### src/design/fmenc_pkg.sv
// shared types, constants and lookup functions for the fm channel command encoder
`default_nettype none

package fmenc_pkg;

   localparam int NUM_CHANNELS    = 9;
   localparam int NUM_INSTRUMENTS = 5;
   localparam int STORED_CHANNELS = 9;
   localparam int TABLE_ENTRIES   = 5;
   localparam int INSTR_WRITES    = 11;
   localparam int OP_REGS         = 5;

   localparam int CH_LIMIT  = (NUM_CHANNELS < STORED_CHANNELS) ? NUM_CHANNELS : STORED_CHANNELS;
   localparam int INS_LIMIT = (NUM_INSTRUMENTS < TABLE_ENTRIES) ? NUM_INSTRUMENTS : TABLE_ENTRIES;

   localparam int ACTION_W = 2;
   localparam int CHAN_W   = 4;
   localparam int FREQ_W   = 14;
   localparam int INS_W    = 3;
   localparam int OFF_W    = 6;
   localparam int BYTE_W   = 8;
   localparam int OP_W     = 5;
   localparam int BLOCK_W  = 3;
   localparam int FNUM_W   = 10;
   localparam int STEP_W   = 4;

   localparam logic [ACTION_W-1:0] ACT_KEY_ON     = 2'd0;
   localparam logic [ACTION_W-1:0] ACT_KEY_OFF    = 2'd1;
   localparam logic [ACTION_W-1:0] ACT_SET_INSTR  = 2'd2;
   localparam logic [ACTION_W-1:0] ACT_SET_VOLUME = 2'd3;

   localparam logic [BYTE_W-1:0] REG_FNUM_LO = 8'hA0;
   localparam logic [BYTE_W-1:0] REG_KEY_BLK = 8'hB0;
   localparam logic [BYTE_W-1:0] REG_FB_CONN = 8'hC0;
   localparam logic [BYTE_W-1:0] REG_LEVEL   = 8'h40;
   localparam logic [OFF_W-1:0]  LEVEL_MASK  = 6'h3f;

   // fnum = floor(f * 2^(18-block) / 12429), the factor four of 49716 taken out
   localparam int PRE_SHIFT  = 18;
   localparam int SHIFT_W    = 5;
   localparam int Y_W        = 25;
   localparam int MAGIC_W    = 26;
   localparam int PROD_W     = Y_W + MAGIC_W;
   localparam int FNUM_SHIFT = 39;
   localparam logic [MAGIC_W-1:0] FNUM_MAGIC = 26'd44231702;

   localparam int QUEUE_DEPTH = 2;
   localparam int QPTR_W      = (QUEUE_DEPTH > 1) ? $clog2(QUEUE_DEPTH) : 1;
   localparam int QCNT_W      = $clog2(QUEUE_DEPTH + 1);

   localparam logic [FREQ_W-1:0] BLOCK_LIMIT [0:7] = '{
      14'd48, 14'd97, 14'd194, 14'd388, 14'd776, 14'd1552, 14'd3104, 14'd6208
   };

   localparam logic [BYTE_W-1:0] OP_BASE [0:OP_REGS-1] = '{
      8'h20, 8'h40, 8'h60, 8'h80, 8'hE0
   };

   // op1 regs 20,40,60,80,e0 then op2 the same, then c0
   localparam logic [BYTE_W-1:0] INSTR_TAB [0:TABLE_ENTRIES-1][0:INSTR_WRITES-1] = '{
      '{8'h20, 8'h04, 8'hF0, 8'h0F, 8'h00, 8'h28, 8'h00, 8'hF0, 8'h0F, 8'h03, 8'h0A},
      '{8'h22, 8'h9A, 8'hF0, 8'h0F, 8'h00, 8'h21, 8'h00, 8'hF0, 8'h0F, 8'h00, 8'h0E},
      '{8'h22, 8'h96, 8'hF0, 8'h0F, 8'h00, 8'h21, 8'h00, 8'hF0, 8'h0F, 8'h00, 8'h0E},
      '{8'h20, 8'h1A, 8'hF2, 8'hF0, 8'h03, 8'h21, 8'h00, 8'hB4, 8'h18, 8'h00, 8'h0A},
      '{8'h10, 8'h0C, 8'hF0, 8'h08, 8'h00, 8'h1F, 8'h00, 8'hD8, 8'hF8, 8'h00, 8'h04}
   };

   localparam logic [STEP_W-1:0] STEP_VOLUME_BYTE = 4'd6;
   localparam logic [STEP_W-1:0] STEP_OP2_FIRST   = 4'd5;
   localparam logic [STEP_W-1:0] STEP_CONN        = 4'd10;

   typedef struct packed {
      logic [ACTION_W-1:0] action;
      logic [CHAN_W-1:0]   channel;
      logic [OP_W-1:0]     op1;
      logic [INS_W-1:0]    instrument;
      logic [OFF_W-1:0]    level_offset;
      logic [BLOCK_W-1:0]  block;
      logic [FNUM_W-1:0]   fnum;
   } cmd_type;

   function automatic logic [BLOCK_W-1:0] block_of(input logic [FREQ_W-1:0] f);
      logic [BLOCK_W-1:0] b;
      b = 3'd7;
      for (int i = 7; i >= 0; i--) begin
         if (f < BLOCK_LIMIT[i]) begin
            b = 3'(i);
         end
      end
      return b;
   endfunction

   function automatic logic [OP_W-1:0] op1_of(input logic [CHAN_W-1:0] ch);
      logic [OP_W-1:0] op;
      case (ch)
         4'd0:    op = 5'd0;
         4'd1:    op = 5'd1;
         4'd2:    op = 5'd2;
         4'd3:    op = 5'd8;
         4'd4:    op = 5'd9;
         4'd5:    op = 5'd10;
         4'd6:    op = 5'd16;
         4'd7:    op = 5'd17;
         4'd8:    op = 5'd18;
         default: op = 5'd0;
      endcase
      return op;
   endfunction

endpackage

`default_nettype wire

### src/design/fmenc_if.sv
// handshake channel interfaces for commands and register writes
`default_nettype none

interface fmenc_req_if;
   logic                           valid;
   logic                           ready;
   logic [fmenc_pkg::ACTION_W-1:0] action;
   logic [fmenc_pkg::CHAN_W-1:0]   channel;
   logic [fmenc_pkg::FREQ_W-1:0]   freq;
   logic [fmenc_pkg::INS_W-1:0]    instrument;
   logic [fmenc_pkg::OFF_W-1:0]    level_offset;

   modport source (output valid, action, channel, freq, instrument, level_offset,
                   input ready);
   modport sink   (input valid, action, channel, freq, instrument, level_offset,
                   output ready);
endinterface

interface fmenc_rsp_if;
   logic                         valid;
   logic                         ready;
   logic [fmenc_pkg::BYTE_W-1:0] reg_addr;
   logic [fmenc_pkg::BYTE_W-1:0] reg_data;
   logic                         last;

   modport source (output valid, reg_addr, reg_data, last, input ready);
   modport sink   (input valid, reg_addr, reg_data, last, output ready);
endinterface

`default_nettype wire

### src/design/fmenc_front.sv
// front end: accepts commands, drops bad ones, keeps note frequencies, derives block and fnum
`default_nettype none

module fmenc_front (
   input  wire logic       clock,
   input  wire logic       reset,
   fmenc_req_if.sink       req_port,
   output fmenc_pkg::cmd_type cmd_data,
   output logic            cmd_valid,
   input  wire logic       cmd_ready
);

   logic                                pipe_en;
   logic                                accept;
   logic                                ch_ok;
   logic                                ins_ok;
   logic                                keep;
   logic [fmenc_pkg::FREQ_W-1:0]        stored_rd;
   logic [fmenc_pkg::FREQ_W-1:0]        freq_sel;
   logic [fmenc_pkg::BLOCK_W-1:0]       blk;
   logic [fmenc_pkg::Y_W-1:0]           y_in;
   logic [fmenc_pkg::PROD_W-1:0]        prod;

   logic [fmenc_pkg::FREQ_W-1:0]        channel_freq_ff [0:fmenc_pkg::STORED_CHANNELS-1];
   logic                                v1_ff, v2_ff, v3_ff;
   fmenc_pkg::cmd_type                  cmd1_in, cmd1_ff, cmd2_in, cmd2_ff, cmd3_in, cmd3_ff;
   logic [fmenc_pkg::FREQ_W-1:0]        freq1_ff;
   logic [fmenc_pkg::Y_W-1:0]           y2_ff;

   assign pipe_en        = !v3_ff || cmd_ready;
   assign req_port.ready = pipe_en && !reset;
   assign accept         = req_port.valid && req_port.ready;

   assign ch_ok  = req_port.channel < fmenc_pkg::CHAN_W'(fmenc_pkg::CH_LIMIT);
   assign ins_ok = req_port.instrument < fmenc_pkg::INS_W'(fmenc_pkg::INS_LIMIT);
   assign keep   = ch_ok && (req_port.action == fmenc_pkg::ACT_KEY_ON ||
                             req_port.action == fmenc_pkg::ACT_KEY_OFF || ins_ok);

   always_comb begin
      stored_rd = '0;
      for (int i = 0; i < fmenc_pkg::STORED_CHANNELS; i++) begin
         if (req_port.channel == fmenc_pkg::CHAN_W'(i)) begin
            stored_rd = channel_freq_ff[i];
         end
      end
   end

   assign freq_sel = (req_port.action == fmenc_pkg::ACT_KEY_ON) ? req_port.freq : stored_rd;

   always_comb begin
      cmd1_in              = '0;
      cmd1_in.action       = req_port.action;
      cmd1_in.channel      = req_port.channel;
      cmd1_in.op1          = fmenc_pkg::op1_of(req_port.channel);
      cmd1_in.instrument   = req_port.instrument;
      cmd1_in.level_offset = req_port.level_offset;
   end

   // octave block and pre-scaled frequency
   assign blk = fmenc_pkg::block_of(freq1_ff);
   assign y_in = fmenc_pkg::Y_W'(freq1_ff) <<
                 (fmenc_pkg::SHIFT_W'(fmenc_pkg::PRE_SHIFT) - fmenc_pkg::SHIFT_W'(blk));

   always_comb begin
      cmd2_in       = cmd1_ff;
      cmd2_in.block = blk;
   end

   // reciprocal multiply, exact for every pre-scaled value
   assign prod = fmenc_pkg::PROD_W'(y2_ff) * fmenc_pkg::PROD_W'(fmenc_pkg::FNUM_MAGIC);

   always_comb begin
      cmd3_in      = cmd2_ff;
      cmd3_in.fnum = prod[fmenc_pkg::FNUM_SHIFT +: fmenc_pkg::FNUM_W];
   end

   always_ff @(posedge clock) begin
      if (reset) begin
         v1_ff <= 1'b0;
         v2_ff <= 1'b0;
         v3_ff <= 1'b0;
         for (int i = 0; i < fmenc_pkg::STORED_CHANNELS; i++) begin
            channel_freq_ff[i] <= '0;
         end
      end else begin
         if (pipe_en) begin
            v1_ff <= accept && keep;
            v2_ff <= v1_ff;
            v3_ff <= v2_ff;
         end
         for (int i = 0; i < fmenc_pkg::STORED_CHANNELS; i++) begin
            if (accept && ch_ok && req_port.action == fmenc_pkg::ACT_KEY_ON &&
                req_port.channel == fmenc_pkg::CHAN_W'(i)) begin
               channel_freq_ff[i] <= req_port.freq;
            end
         end
      end
   end

   always_ff @(posedge clock) begin
      if (pipe_en) begin
         cmd1_ff  <= cmd1_in;
         freq1_ff <= freq_sel;
         cmd2_ff  <= cmd2_in;
         y2_ff    <= y_in;
         cmd3_ff  <= cmd3_in;
      end
   end

   assign cmd_valid = v3_ff;
   assign cmd_data  = cmd3_ff;

endmodule

`default_nettype wire

### src/design/fmenc_queue.sv
// short command queue between front end and write sequencer
`default_nettype none

module fmenc_queue (
   input  wire logic               clock,
   input  wire logic               reset,
   input  wire logic               push_valid,
   output logic                    push_ready,
   input  wire fmenc_pkg::cmd_type push_data,
   output logic                    pop_valid,
   input  wire logic               pop_ready,
   output fmenc_pkg::cmd_type      pop_data
);

   fmenc_pkg::cmd_type              entries_ff [0:fmenc_pkg::QUEUE_DEPTH-1];
   logic [fmenc_pkg::QPTR_W-1:0]    wr_ptr_ff, rd_ptr_ff;
   logic [fmenc_pkg::QCNT_W-1:0]    count_ff;
   logic                            do_push, do_pop;

   assign push_ready = count_ff != fmenc_pkg::QCNT_W'(fmenc_pkg::QUEUE_DEPTH);
   assign pop_valid  = count_ff != '0;
   assign pop_data   = entries_ff[rd_ptr_ff];
   assign do_push    = push_valid && push_ready;
   assign do_pop     = pop_valid && pop_ready;

   function automatic logic [fmenc_pkg::QPTR_W-1:0] wrap_inc(
      input logic [fmenc_pkg::QPTR_W-1:0] p);
      logic [fmenc_pkg::QPTR_W-1:0] n;
      if (p == fmenc_pkg::QPTR_W'(fmenc_pkg::QUEUE_DEPTH - 1)) begin
         n = '0;
      end else begin
         n = p + 1'b1;
      end
      return n;
   endfunction

   always_ff @(posedge clock) begin
      if (reset) begin
         wr_ptr_ff <= '0;
         rd_ptr_ff <= '0;
         count_ff  <= '0;
      end else begin
         if (do_push) begin
            wr_ptr_ff <= wrap_inc(wr_ptr_ff);
         end
         if (do_pop) begin
            rd_ptr_ff <= wrap_inc(rd_ptr_ff);
         end
         if (do_push && !do_pop) begin
            count_ff <= count_ff + 1'b1;
         end else if (do_pop && !do_push) begin
            count_ff <= count_ff - 1'b1;
         end
      end
   end

   always_ff @(posedge clock) begin
      if (do_push) begin
         entries_ff[wr_ptr_ff] <= push_data;
      end
   end

endmodule

`default_nettype wire

### src/design/fmenc_back.sv
// write sequencer: expands one queued command into register writes
`default_nettype none

module fmenc_back (
   input  wire logic               clock,
   input  wire logic               reset,
   input  wire logic               cmd_valid,
   output logic                    cmd_ready,
   input  wire fmenc_pkg::cmd_type cmd_data,
   fmenc_rsp_if.source             rsp_port
);

   logic                           cur_valid_ff;
   fmenc_pkg::cmd_type             cur_ff;
   logic [fmenc_pkg::STEP_W-1:0]   step_ff;
   logic                           rsp_valid_ff;
   logic [fmenc_pkg::BYTE_W-1:0]   rsp_addr_ff, rsp_data_ff;
   logic                           rsp_last_ff;

   logic                           out_free, emit, load;
   logic [fmenc_pkg::BYTE_W-1:0]   w_addr, w_data, lvl;
   logic                           w_last;
   logic [fmenc_pkg::OP_W-1:0]     op2;
   logic [2:0]                     base_idx;
   logic [fmenc_pkg::OFF_W-1:0]    ol;

   assign out_free  = !rsp_valid_ff || rsp_port.ready;
   assign emit      = cur_valid_ff && out_free;
   assign load      = !cur_valid_ff || (emit && w_last);
   assign cmd_ready = load;

   assign op2      = cur_ff.op1 + 5'd3;
   assign base_idx = (step_ff < fmenc_pkg::STEP_OP2_FIRST) ? step_ff[2:0] :
                     3'(step_ff - fmenc_pkg::STEP_OP2_FIRST);
   assign lvl      = fmenc_pkg::INSTR_TAB[cur_ff.instrument][fmenc_pkg::STEP_VOLUME_BYTE];
   assign ol       = (lvl[fmenc_pkg::OFF_W-1:0] + cur_ff.level_offset) & fmenc_pkg::LEVEL_MASK;

   always_comb begin
      w_addr = '0;
      w_data = '0;
      w_last = 1'b0;
      unique case (cur_ff.action) inside
         fmenc_pkg::ACT_KEY_ON, fmenc_pkg::ACT_KEY_OFF: begin
            if (step_ff == '0) begin
               w_addr = fmenc_pkg::REG_FNUM_LO + fmenc_pkg::BYTE_W'(cur_ff.channel);
               w_data = cur_ff.fnum[7:0];
            end else begin
               w_addr = fmenc_pkg::REG_KEY_BLK + fmenc_pkg::BYTE_W'(cur_ff.channel);
               w_data = {2'b00, cur_ff.action == fmenc_pkg::ACT_KEY_ON, cur_ff.block,
                         cur_ff.fnum[9:8]};
               w_last = 1'b1;
            end
         end
         fmenc_pkg::ACT_SET_INSTR: begin
            w_data = fmenc_pkg::INSTR_TAB[cur_ff.instrument][step_ff];
            if (step_ff < fmenc_pkg::STEP_OP2_FIRST) begin
               w_addr = fmenc_pkg::OP_BASE[base_idx] + fmenc_pkg::BYTE_W'(cur_ff.op1);
            end else if (step_ff < fmenc_pkg::STEP_CONN) begin
               w_addr = fmenc_pkg::OP_BASE[base_idx] + fmenc_pkg::BYTE_W'(op2);
            end else begin
               w_addr = fmenc_pkg::REG_FB_CONN + fmenc_pkg::BYTE_W'(cur_ff.channel);
               w_last = 1'b1;
            end
         end
         fmenc_pkg::ACT_SET_VOLUME: begin
            w_addr = fmenc_pkg::REG_LEVEL + fmenc_pkg::BYTE_W'(op2);
            w_data = {lvl[7:6], ol};
            w_last = 1'b1;
         end
         default: begin
            w_last = 1'b1;
         end
      endcase
   end

   always_ff @(posedge clock) begin
      if (reset) begin
         cur_valid_ff <= 1'b0;
         rsp_valid_ff <= 1'b0;
         step_ff      <= '0;
      end else begin
         if (load) begin
            cur_valid_ff <= cmd_valid;
            step_ff      <= '0;
         end else if (emit) begin
            step_ff <= step_ff + 1'b1;
         end
         if (out_free) begin
            rsp_valid_ff <= emit;
         end
      end
   end

   always_ff @(posedge clock) begin
      if (load) begin
         cur_ff <= cmd_data;
      end
      if (emit) begin
         rsp_addr_ff <= w_addr;
         rsp_data_ff <= w_data;
         rsp_last_ff <= w_last;
      end
   end

   assign rsp_port.valid    = rsp_valid_ff;
   assign rsp_port.reg_addr = rsp_addr_ff;
   assign rsp_port.reg_data = rsp_data_ff;
   assign rsp_port.last     = rsp_last_ff;

endmodule

`default_nettype wire

### src/design/fm_synth_channel_command_encoder_top.sv
// top level of the fm channel command encoder
//
//  port      dir  transfer                 payload
//  req_port  in   one channel command      action, channel, freq, instrument, level_offset
//  rsp_port  out  one register write       reg_addr, reg_data, last
//
//  a command can be taken every cycle unless the sequencer or output stalls; the sequencer
//  emits one write per cycle while rsp ready: 2 for key on/off, 11 for set instrument,
//  1 for set volume, none for a bad channel or, on set instrument/volume, bad instrument
//  first write passes 3 front stages, queue, sequencer command reg and output reg
//  synchronous reset clears stored frequencies, queue and all valid flags
//  output stalls back up through the 2-entry queue into the front pipeline and req ready
`default_nettype none

module fm_synth_channel_command_encoder_top (
   input wire logic    clock,
   input wire logic    reset,
   fmenc_req_if.sink   req_port,
   fmenc_rsp_if.source rsp_port
);

   fmenc_pkg::cmd_type front_data, queue_data;
   logic               front_valid, front_ready;
   logic               queue_valid, queue_ready;

   fmenc_front u_front (
      .clock     (clock),
      .reset     (reset),
      .req_port  (req_port),
      .cmd_data  (front_data),
      .cmd_valid (front_valid),
      .cmd_ready (front_ready)
   );

   fmenc_queue u_queue (
      .clock      (clock),
      .reset      (reset),
      .push_valid (front_valid),
      .push_ready (front_ready),
      .push_data  (front_data),
      .pop_valid  (queue_valid),
      .pop_ready  (queue_ready),
      .pop_data   (queue_data)
   );

   fmenc_back u_back (
      .clock     (clock),
      .reset     (reset),
      .cmd_valid (queue_valid),
      .cmd_ready (queue_ready),
      .cmd_data  (queue_data),
      .rsp_port  (rsp_port)
   );

endmodule

`default_nettype wire

### src/flat_wrapper.sv
// flat-port wrapper written by rule: the top's interface ports become plain ports
module fm_synth_channel_command_encoder_top_flat 
  (clock, reset, req_port_valid, req_port_action, req_port_channel, req_port_freq, req_port_instrument, req_port_level_offset, req_port_ready, rsp_port_valid, rsp_port_reg_addr, rsp_port_reg_data, rsp_port_last, rsp_port_ready);
  fmenc_req_if req_port_i ();
  fmenc_rsp_if rsp_port_i ();
  input wire logic clock;
  input wire logic reset;
  input wire logic [$bits(req_port_i.valid)-1:0] req_port_valid;
  input wire logic [$bits(req_port_i.action)-1:0] req_port_action;
  input wire logic [$bits(req_port_i.channel)-1:0] req_port_channel;
  input wire logic [$bits(req_port_i.freq)-1:0] req_port_freq;
  input wire logic [$bits(req_port_i.instrument)-1:0] req_port_instrument;
  input wire logic [$bits(req_port_i.level_offset)-1:0] req_port_level_offset;
  output wire logic [$bits(req_port_i.ready)-1:0] req_port_ready;
  output wire logic [$bits(rsp_port_i.valid)-1:0] rsp_port_valid;
  output wire logic [$bits(rsp_port_i.reg_addr)-1:0] rsp_port_reg_addr;
  output wire logic [$bits(rsp_port_i.reg_data)-1:0] rsp_port_reg_data;
  output wire logic [$bits(rsp_port_i.last)-1:0] rsp_port_last;
  input wire logic [$bits(rsp_port_i.ready)-1:0] rsp_port_ready;
  assign req_port_i.valid = req_port_valid;
  assign req_port_i.action = req_port_action;
  assign req_port_i.channel = req_port_channel;
  assign req_port_i.freq = req_port_freq;
  assign req_port_i.instrument = req_port_instrument;
  assign req_port_i.level_offset = req_port_level_offset;
  assign req_port_ready = req_port_i.ready;
  assign rsp_port_valid = rsp_port_i.valid;
  assign rsp_port_reg_addr = rsp_port_i.reg_addr;
  assign rsp_port_reg_data = rsp_port_i.reg_data;
  assign rsp_port_last = rsp_port_i.last;
  assign rsp_port_i.ready = rsp_port_ready;
  fm_synth_channel_command_encoder_top u_core (.clock(clock), .reset(reset), .req_port(req_port_i), .rsp_port(rsp_port_i));
endmodule
### config.mk
export PLATFORM = sky130hd
export DESIGN_NAME = fm_synth_channel_command_encoder_top_flat
export DESIGN_NICKNAME = d
export VERILOG_FILES = /design/src/design/fmenc_pkg.sv /design/src/design/fmenc_if.sv /design/src/design/fmenc_front.sv /design/src/design/fmenc_queue.sv /design/src/design/fmenc_back.sv /design/src/design/fm_synth_channel_command_encoder_top.sv /design/src/flat_wrapper.sv
export SDC_FILE = /design/constraint.sdc
export NUM_CORES = 1
export LEC_CHECK = 0
export ABC_AREA = 1
export BUFFER_PORTS_ARGS = -buffer_cell sky130_fd_sc_hd__buf_4
export CAP_MARGIN = 20
export CORE_MARGIN = 5
export CORE_UTILIZATION = 35
export CTS_CLUSTER_DIAMETER = 100
export DETAILED_ROUTE_END_ITERATION = 8
export MAX_ROUTING_LAYER = met4
export PLACE_DENSITY = 0.59
export SLEW_MARGIN = 20
export SYNTH_ARGS = -nofsm -noshare
export SYNTH_HDL_FRONTEND = slang
export SYNTH_SLANG_ARGS = --single-unit
### constraint.sdc
create_clock -name clock -period 17 [get_ports clock]
set_clock_uncertainty 0.2 [all_clocks]
set_input_delay 0.85 -clock clock [delete_from_list [all_inputs] [get_ports clock]]
set_output_delay 0.85 -clock clock [all_outputs]
set_load 0.01 [all_outputs]
======== After elaboration in Yosys (flattened, before gate mapping) ========
Memory sizes are Yosys's and may differ from the RTL's. A register that Yosys moved wholly into a read port is not among the register bits.
Index checks and enable logic that the tools add are counted.
operators by class
  $add $sub $neg .......................... 15
  multipliers ............................. 1
  $lt $le $gt $ge ......................... 14
  eq/ne operators ......................... 13
  shift operators ......................... 1
  muxes and demuxes ....................... 79
  bitwise operators ....................... 12
  reduce and logical (&&, ||, !) cells .... 40
operator list
  kind                                                          number
  2-to-1 mux 14 bit                                             19
  2-to-1 mux 88 bit                                             2
  2-to-1 mux 8 bit                                              8
  multiplier 25 x 25 -> 48 bit, second input constant           1
  case mux 8 bit (3 select lines)                               2
  2-to-1 mux 1 bit                                              37
  binary-select mux 8 bit (select 4 bit)                        1
  << shifter 14 x 5 -> 25 bit                                   1
  logical AND 1 bit                                             21
  2-to-1 mux 3 bit                                              7
  adder 7 x 5 -> 8 bit, first input constant                    2
  adder 8 x 4 -> 8 bit, first input constant                    2
  adder 8 x 5 -> 8 bit                                          2
  == test 4 x 3 -> 1 bit, second input constant                 4
  less-than comparator 14 x 10 -> 1 bit, second input constant  1
  less-than comparator 14 x 11 -> 1 bit, second input constant  1
  less-than comparator 14 x 12 -> 1 bit, second input constant  1
  less-than comparator 14 x 6 -> 1 bit, second input constant   1
  less-than comparator 14 x 7 -> 1 bit, second input constant   1
  less-than comparator 14 x 8 -> 1 bit, second input constant   1
  less-than comparator 14 x 9 -> 1 bit, second input constant   1
  bitwise OR 1 bit                                              9
  == test 4 x 2 -> 1 bit, second input constant                 2
  greater-or-equal comparator 4 bit, second input constant      2
  other kinds (27)                                              46
storage, ports and cells
  register bits after elaboration ......... 145
  bits in writable memories ............... 192
  memory bits (read-only) ................. 832
  output and inout bits ................... 19
  logic and storage cells ................. 212
  memories ................................ 5
memories
  memory                          words  width  rd ports  clocked after Yosys merged registers in  write ports  RTL line           source
  (name not given)                8      88     1         0                                        0            fmenc_back.sv:55   w_data = fmenc_pkg::INSTR_TAB[cur_ff.instrument][step_ff];
  u_core.u_front.channel_freq_ff  9      14     9         0                                        9            fmenc_front.sv:24  logic [fmenc_pkg::FREQ_W-1:0] channel_freq_ff [0:fmenc_pkg::STORED_CHANNELS-1];
  u_core.u_queue.entries_ff       2      33     1         1                                        1            fmenc_queue.sv:15  fmenc_pkg::cmd_type entries_ff [0:fmenc_pkg::QUEUE_DEPTH-1];
  (name not given)                8      8      1         0                                        0            fmenc_back.sv:59   w_addr = fmenc_pkg::OP_BASE[base_idx] + fmenc_pkg::BYTE_W'(op2);
  (name not given)                16     4      1         1                                        0            fmenc_pkg.sv:95    case (ch)

======== Longest topological paths before layout ========
  depth in word-level cells ............... 11
  depth in mapped cells ................... 23
  gate-level depth less buffers ........... 23

======== By module ========
From an unflattened synthesis, not the netlist that was laid out.
unflattened totals
  cell total of the unflattened synthesis .. 2,432
  area, all modules ....................... 25,653.4 µm²
modules (own cells, without submodules)
  module       instances  cells each  area each (µm²)  sequential area each (µm²)
  fmenc_front  1          1,989       20,031.7         7,206.9
  fmenc_back   1          303         2,845.2          1,621.6
  fmenc_queue  1          140         2,776.4          2,082.0

======== Worst setup path before layout ========
Ideal clock, no wire load.
  path type ............................... reg2reg
  start ................................... register u_core.u_front.y2_ff[12] (netlist name)
  end ..................................... register u_core.u_front.cmd3_ff (netlist bit u_core.u_front.cmd_data[8]), data pin
  setup time .............................. 0.258 ns
  arrival ................................. 5.243 ns
  required time ........................... 16.542 ns
  slack ................................... 11.299 ns
  cell stages (with the launch flop) ...... 22
  buffers on the path ..................... 0
  clock period less this slack ............ 5.701 ns
  cells stage by stage .................... edfxtp_1 > ha_1 > fa_1 > fa_1 > inv_1 > fa_1 > inv_1 > fa_1 > inv_1 > fa_1 > inv_1 > ha_1 > ha_1 > nand2_1 > nor2_1 > inv_1 > nor2_1 > and3_1 > nand2_1 > o211ai_1 > a21oi_1 > xnor2_1
on the way
  word-level cells in the longest chain between the ends .. 1
ends and longest elaborated chain
  item                               RTL line            source
  start: declaration                 fmenc_front.sv:28   logic [fmenc_pkg::Y_W-1:0] y2_ff;
  start signal: assignment           fmenc_front.sv:105  y2_ff <= y_in;
  multiplier 25 x 25 -> 48 bit       fmenc_front.sv:70   assign prod = fmenc_pkg::PROD_W'(y2_ff) * fmenc_pkg::PROD_W'(fmenc_pkg::FNUM_MAGIC);
  net u_core.u_front.prod (one bit)  fmenc_front.sv:22   logic [fmenc_pkg::PROD_W-1:0] prod;
  end signal: assignment             fmenc_front.sv:106  cmd3_ff <= cmd3_in;
  end: declaration                   fmenc_front.sv:26   fmenc_pkg::cmd_type cmd1_in, cmd1_ff, cmd2_in, cmd2_ff, cmd3_in, cmd3_ff;
The timed path passes the listed nets, and every way through them passes these cells.
A chain may end at the register's enable or synchronous reset.

======== Worst setup path after layout ========
  start ................................... register u_core.u_front.y2_ff[3] (netlist name)
  end ..................................... register u_core.u_front.cmd3_ff (netlist bit u_core.u_front.cmd_data[3]), data pin
The elaborated chain is that of the path after synthesis.

==> flow_metrics.env <==
export IMPL_status="finished, final reports clean"
export IMPL_rr_worst_depth=19
export IMPL_cts_tree="done"
export IMPL_cts_resized=0
export IMPL_drt_iter0_drc=1068
export IMPL_hold_path_end="u_core.u_front.cmd2_ff[17]$_DFFE_PN_"
export IMPL_final_nets=2946
export IMPL_post_route_period_util=0.387
export IMPL_n_antenna_cell=0
export IMPL_wire_per_inst_um=17.3
export IMPL_syn2layout_area_growth_pct=11.1
export IMPL_multi_input_area_um2=12100
export IMPL_start_util=0.355
export IMPL_antenna_found_initial=0
export IMPL_synth_cell_types=49
export IMPL_grt_pass1_wl_um=96000
export IMPL_r2r_start="u_core.u_front.y2_ff[3]$_SDFFCE_PP0N_"
export IMPL_cap_violations=0
export IMPL_mostFrequentLayoutCell="inv_1"
export IMPL_dieArea_um2=76600
export IMPL_crit_type="reg -> reg"
export IMPL_yosysWarnings=0
export IMPL_rsz0062_at_grt="false"
export IMPL_cts_buffers=39
export IMPL_drt_first_pass_iters=5
export IMPL_place_congestion=0.957
export IMPL_cts_setup_buffers=0
export IMPL_fmax_mhz=152
export IMPL_drv_slew=0
export IMPL_setup_violations=0
export IMPL_vias_per_cell=4.77
export IMPL_finalHoldViolCount=0
export IMPL_die_h_um=277
export IMPL_seq_area_um2=10800
export IMPL_vias=16338
export IMPL_grt_pass1_vias=17407
export IMPL_clock_sinks=364
export IMPL_grt_max_degree=76
export IMPL_crit_fanout=8
export IMPL_fin_tns_setup_ns=0
export IMPL_placed_cells=3354
export IMPL_hold_buffers=0
export IMPL_core_um2=70300
export IMPL_min_from="u_core.u_front.cmd1_ff[17]$_DFFE_PN_"
export IMPL_wl_um=59400
export IMPL_row_count=97
export IMPL_synth_nets=2885
export IMPL_rrSetupSlack_ns=10.42
export IMPL_hpwl_um=47900
export IMPL_grtUsageTotal=0.160
export IMPL_synth_edf_count=351
export IMPL_required_ns=17.08
export IMPL_relSlewSlack=0.325
export IMPL_async_reset_ff_frac=0
export IMPL_ys_seq_area_frac=0.433
export IMPL_clock_path_buffers=3
export IMPL_postSynthAreaPerCell_um2=10.4
export IMPL_fin_hold_ws_ns=0.218
export IMPL_reg2reg_to="u_core.u_front.cmd_data[3]$_DFFE_PN_"
export IMPL_port_buffer_count=51
export IMPL_start_kind="register"
export IMPL_cts_max_level=2
export IMPL_drc=0
export IMPL_ys_seq_elements=364
export IMPL_layout_common_cells="inv_1 (480), nand2_1 (439), edfxtp_1 (351)"
export IMPL_nFillCells=6767
export IMPL_arrival_ns=6.67
export IMPL_layout_cells_non_filler=3426
export IMPL_hold_class="reg -> reg"
export IMPL_clkTransAtPathRegs_ns=0.06
export IMPL_worst_pin_slew_ns=1.01
export IMPL_io_pins=52
export IMPL_die_width_um=277
export IMPL_overflow=0
export IMPL_synthCells=2395
export IMPL_synthFlopType="edfxtp_1"
export IMPL_critPathCaptureType="register"
export IMPL_synth_area_um2=24900
export IMPL_drive_gt1_frac=0.0583
export IMPL_min_path_cells=0
export IMPL_finalCriticalPeriod_ns=6.58
export IMPL_root_buffer="clkbuf_16"
export IMPL_ant_nets=0
export IMPL_insertion_delay_ns=0.56
-- routing by layer --
layer  vias to the layer above  wire length, µm  share of wire  track usage
li1                       8013                -              -            -
met1                      7939            26100           0.44        0.201
met2                       292            29600           0.50        0.273
met3                        94             2230          0.037       0.0242
met4                         0             1430          0.024       0.0385
met5                         -                0              0            -
-- state kept, by name, summed over array words and instances (netlist names), 8 cells and up --
register                         count
u_core.u_front.cmd2_ff              22
u_core.u_front.cmd_data             32
u_core.u_front.freq1_ff             14
u_core.u_front.cmd1_ff              19
u_core.u_queue.entries_ff           64
u_core.u_front.channel_freq_ff     126
u_core.u_back.rsp_port.reg_data      8
u_core.u_back.rsp_port.reg_addr      8
u_core.u_back.cur_ff                32
u_core.u_front.y2_ff                25
-- metrics by stage --
| stage | area (µm²) | setup slack, ns | util |
|---|---|---|---|
| 2_1_floorplan | 24900 | 11.30 | - |
| 3_3_place_gp | 26400 | 10.44 | 0.375 |
| 3_5_place_dp | 26400 | 10.38 | 0.376 |
| 4_1_cts | 27700 | 10.39 | 0.394 |
| 5_1_grt | 27700 | 10.13 | 0.394 |
| 6_report | 27700 | 10.42 | 0.394 |
-- cells in the mapped netlist, drive strengths merged (10+ instances only) --
cell type	n	area, µm²
buf	10	56.3
nand2	444	1690
o22ai	15	93.8
nand4	18	113
fa	195	3900
a21oi	81	405
nor3	19	110
dfxtp	13	260
inv	483	1810
ha	262	3280
nand3	105	536
o21a	11	82.6
xor2	20	175
o211ai	28	220
clkbuf	32	120
edfxtp	351	10500
o21ai	113	566
nor2	137	517
-- area by class of cell --
type | instances | area share
Multi-Input combinational cell | 1503 | 0.438
Clock buffer | 53 | 0.0386
Sequential cell | 364 | 0.390
Tap cell | 940 | 0.0425
Timing Repair Buffer | 62 | 0.0175
Clock inverter | 18 | 0.00691
Inverter | 486 | 0.0660
-- worst max-delay path: stages (launching register included) --
cell and delay, ns:
edfxtp_1 0.60, ha_1 0.48, xor2_1 0.24, ha_1 0.18, o21bai_1 0.14, fa_1 0.48, fa_1 0.54, fa_1 0.57
fa_1 0.55, inv_1 0.05, fa_1 0.54, inv_1 0.05, ha_1 0.31, nand2_1 0.10, nor2_1 0.14, inv_1 0.08
nor4_1 0.49, o2111ai_1 0.23, nand3_1 0.22, xor2_1 0.09
-- how the worst max path moves through the flow --
stage	startpoint	endpoint	slack, ns	depth (start not counted)
final	u_core.u_front.y2_ff[3]$_SDFFCE_PP0N_	u_core.u_front.cmd_data[3]$_DFFE_PN_	10.42	19
after global routing	u_core.u_front.y2_ff[3]$_SDFFCE_PP0N_	u_core.u_front.cmd_data[3]$_DFFE_PN_	10.13	19
after floorplan	u_core.u_front.y2_ff[12]$_SDFFCE_PP0N_	u_core.u_front.cmd_data[8]$_DFFE_PN_	11.30	21
after global placement	u_core.u_front.y2_ff[3]$_SDFFCE_PP0N_	u_core.u_front.cmd_data[3]$_DFFE_PN_	10.44	19
after CTS	u_core.u_front.y2_ff[3]$_SDFFCE_PP0N_	u_core.u_front.cmd_data[3]$_DFFE_PN_	10.39	19
after detailed placement	u_core.u_front.y2_ff[3]$_SDFFCE_PP0N_	u_core.u_front.cmd_data[3]$_DFFE_PN_	10.38	19
-- kinds of logic after synthesis --
group	Yosys count	synth area share
simple gates	734	0.122
buf+inv	528	0.0803
fa+ha+maj	457	0.288
flops	364	0.433
compound gates	286	0.0670
xor+xnor	26	0.00914
Power is left out: the tool's default activity adds up to more than one toggle a clock period on the data nets, which glitch-free logic cannot reach.
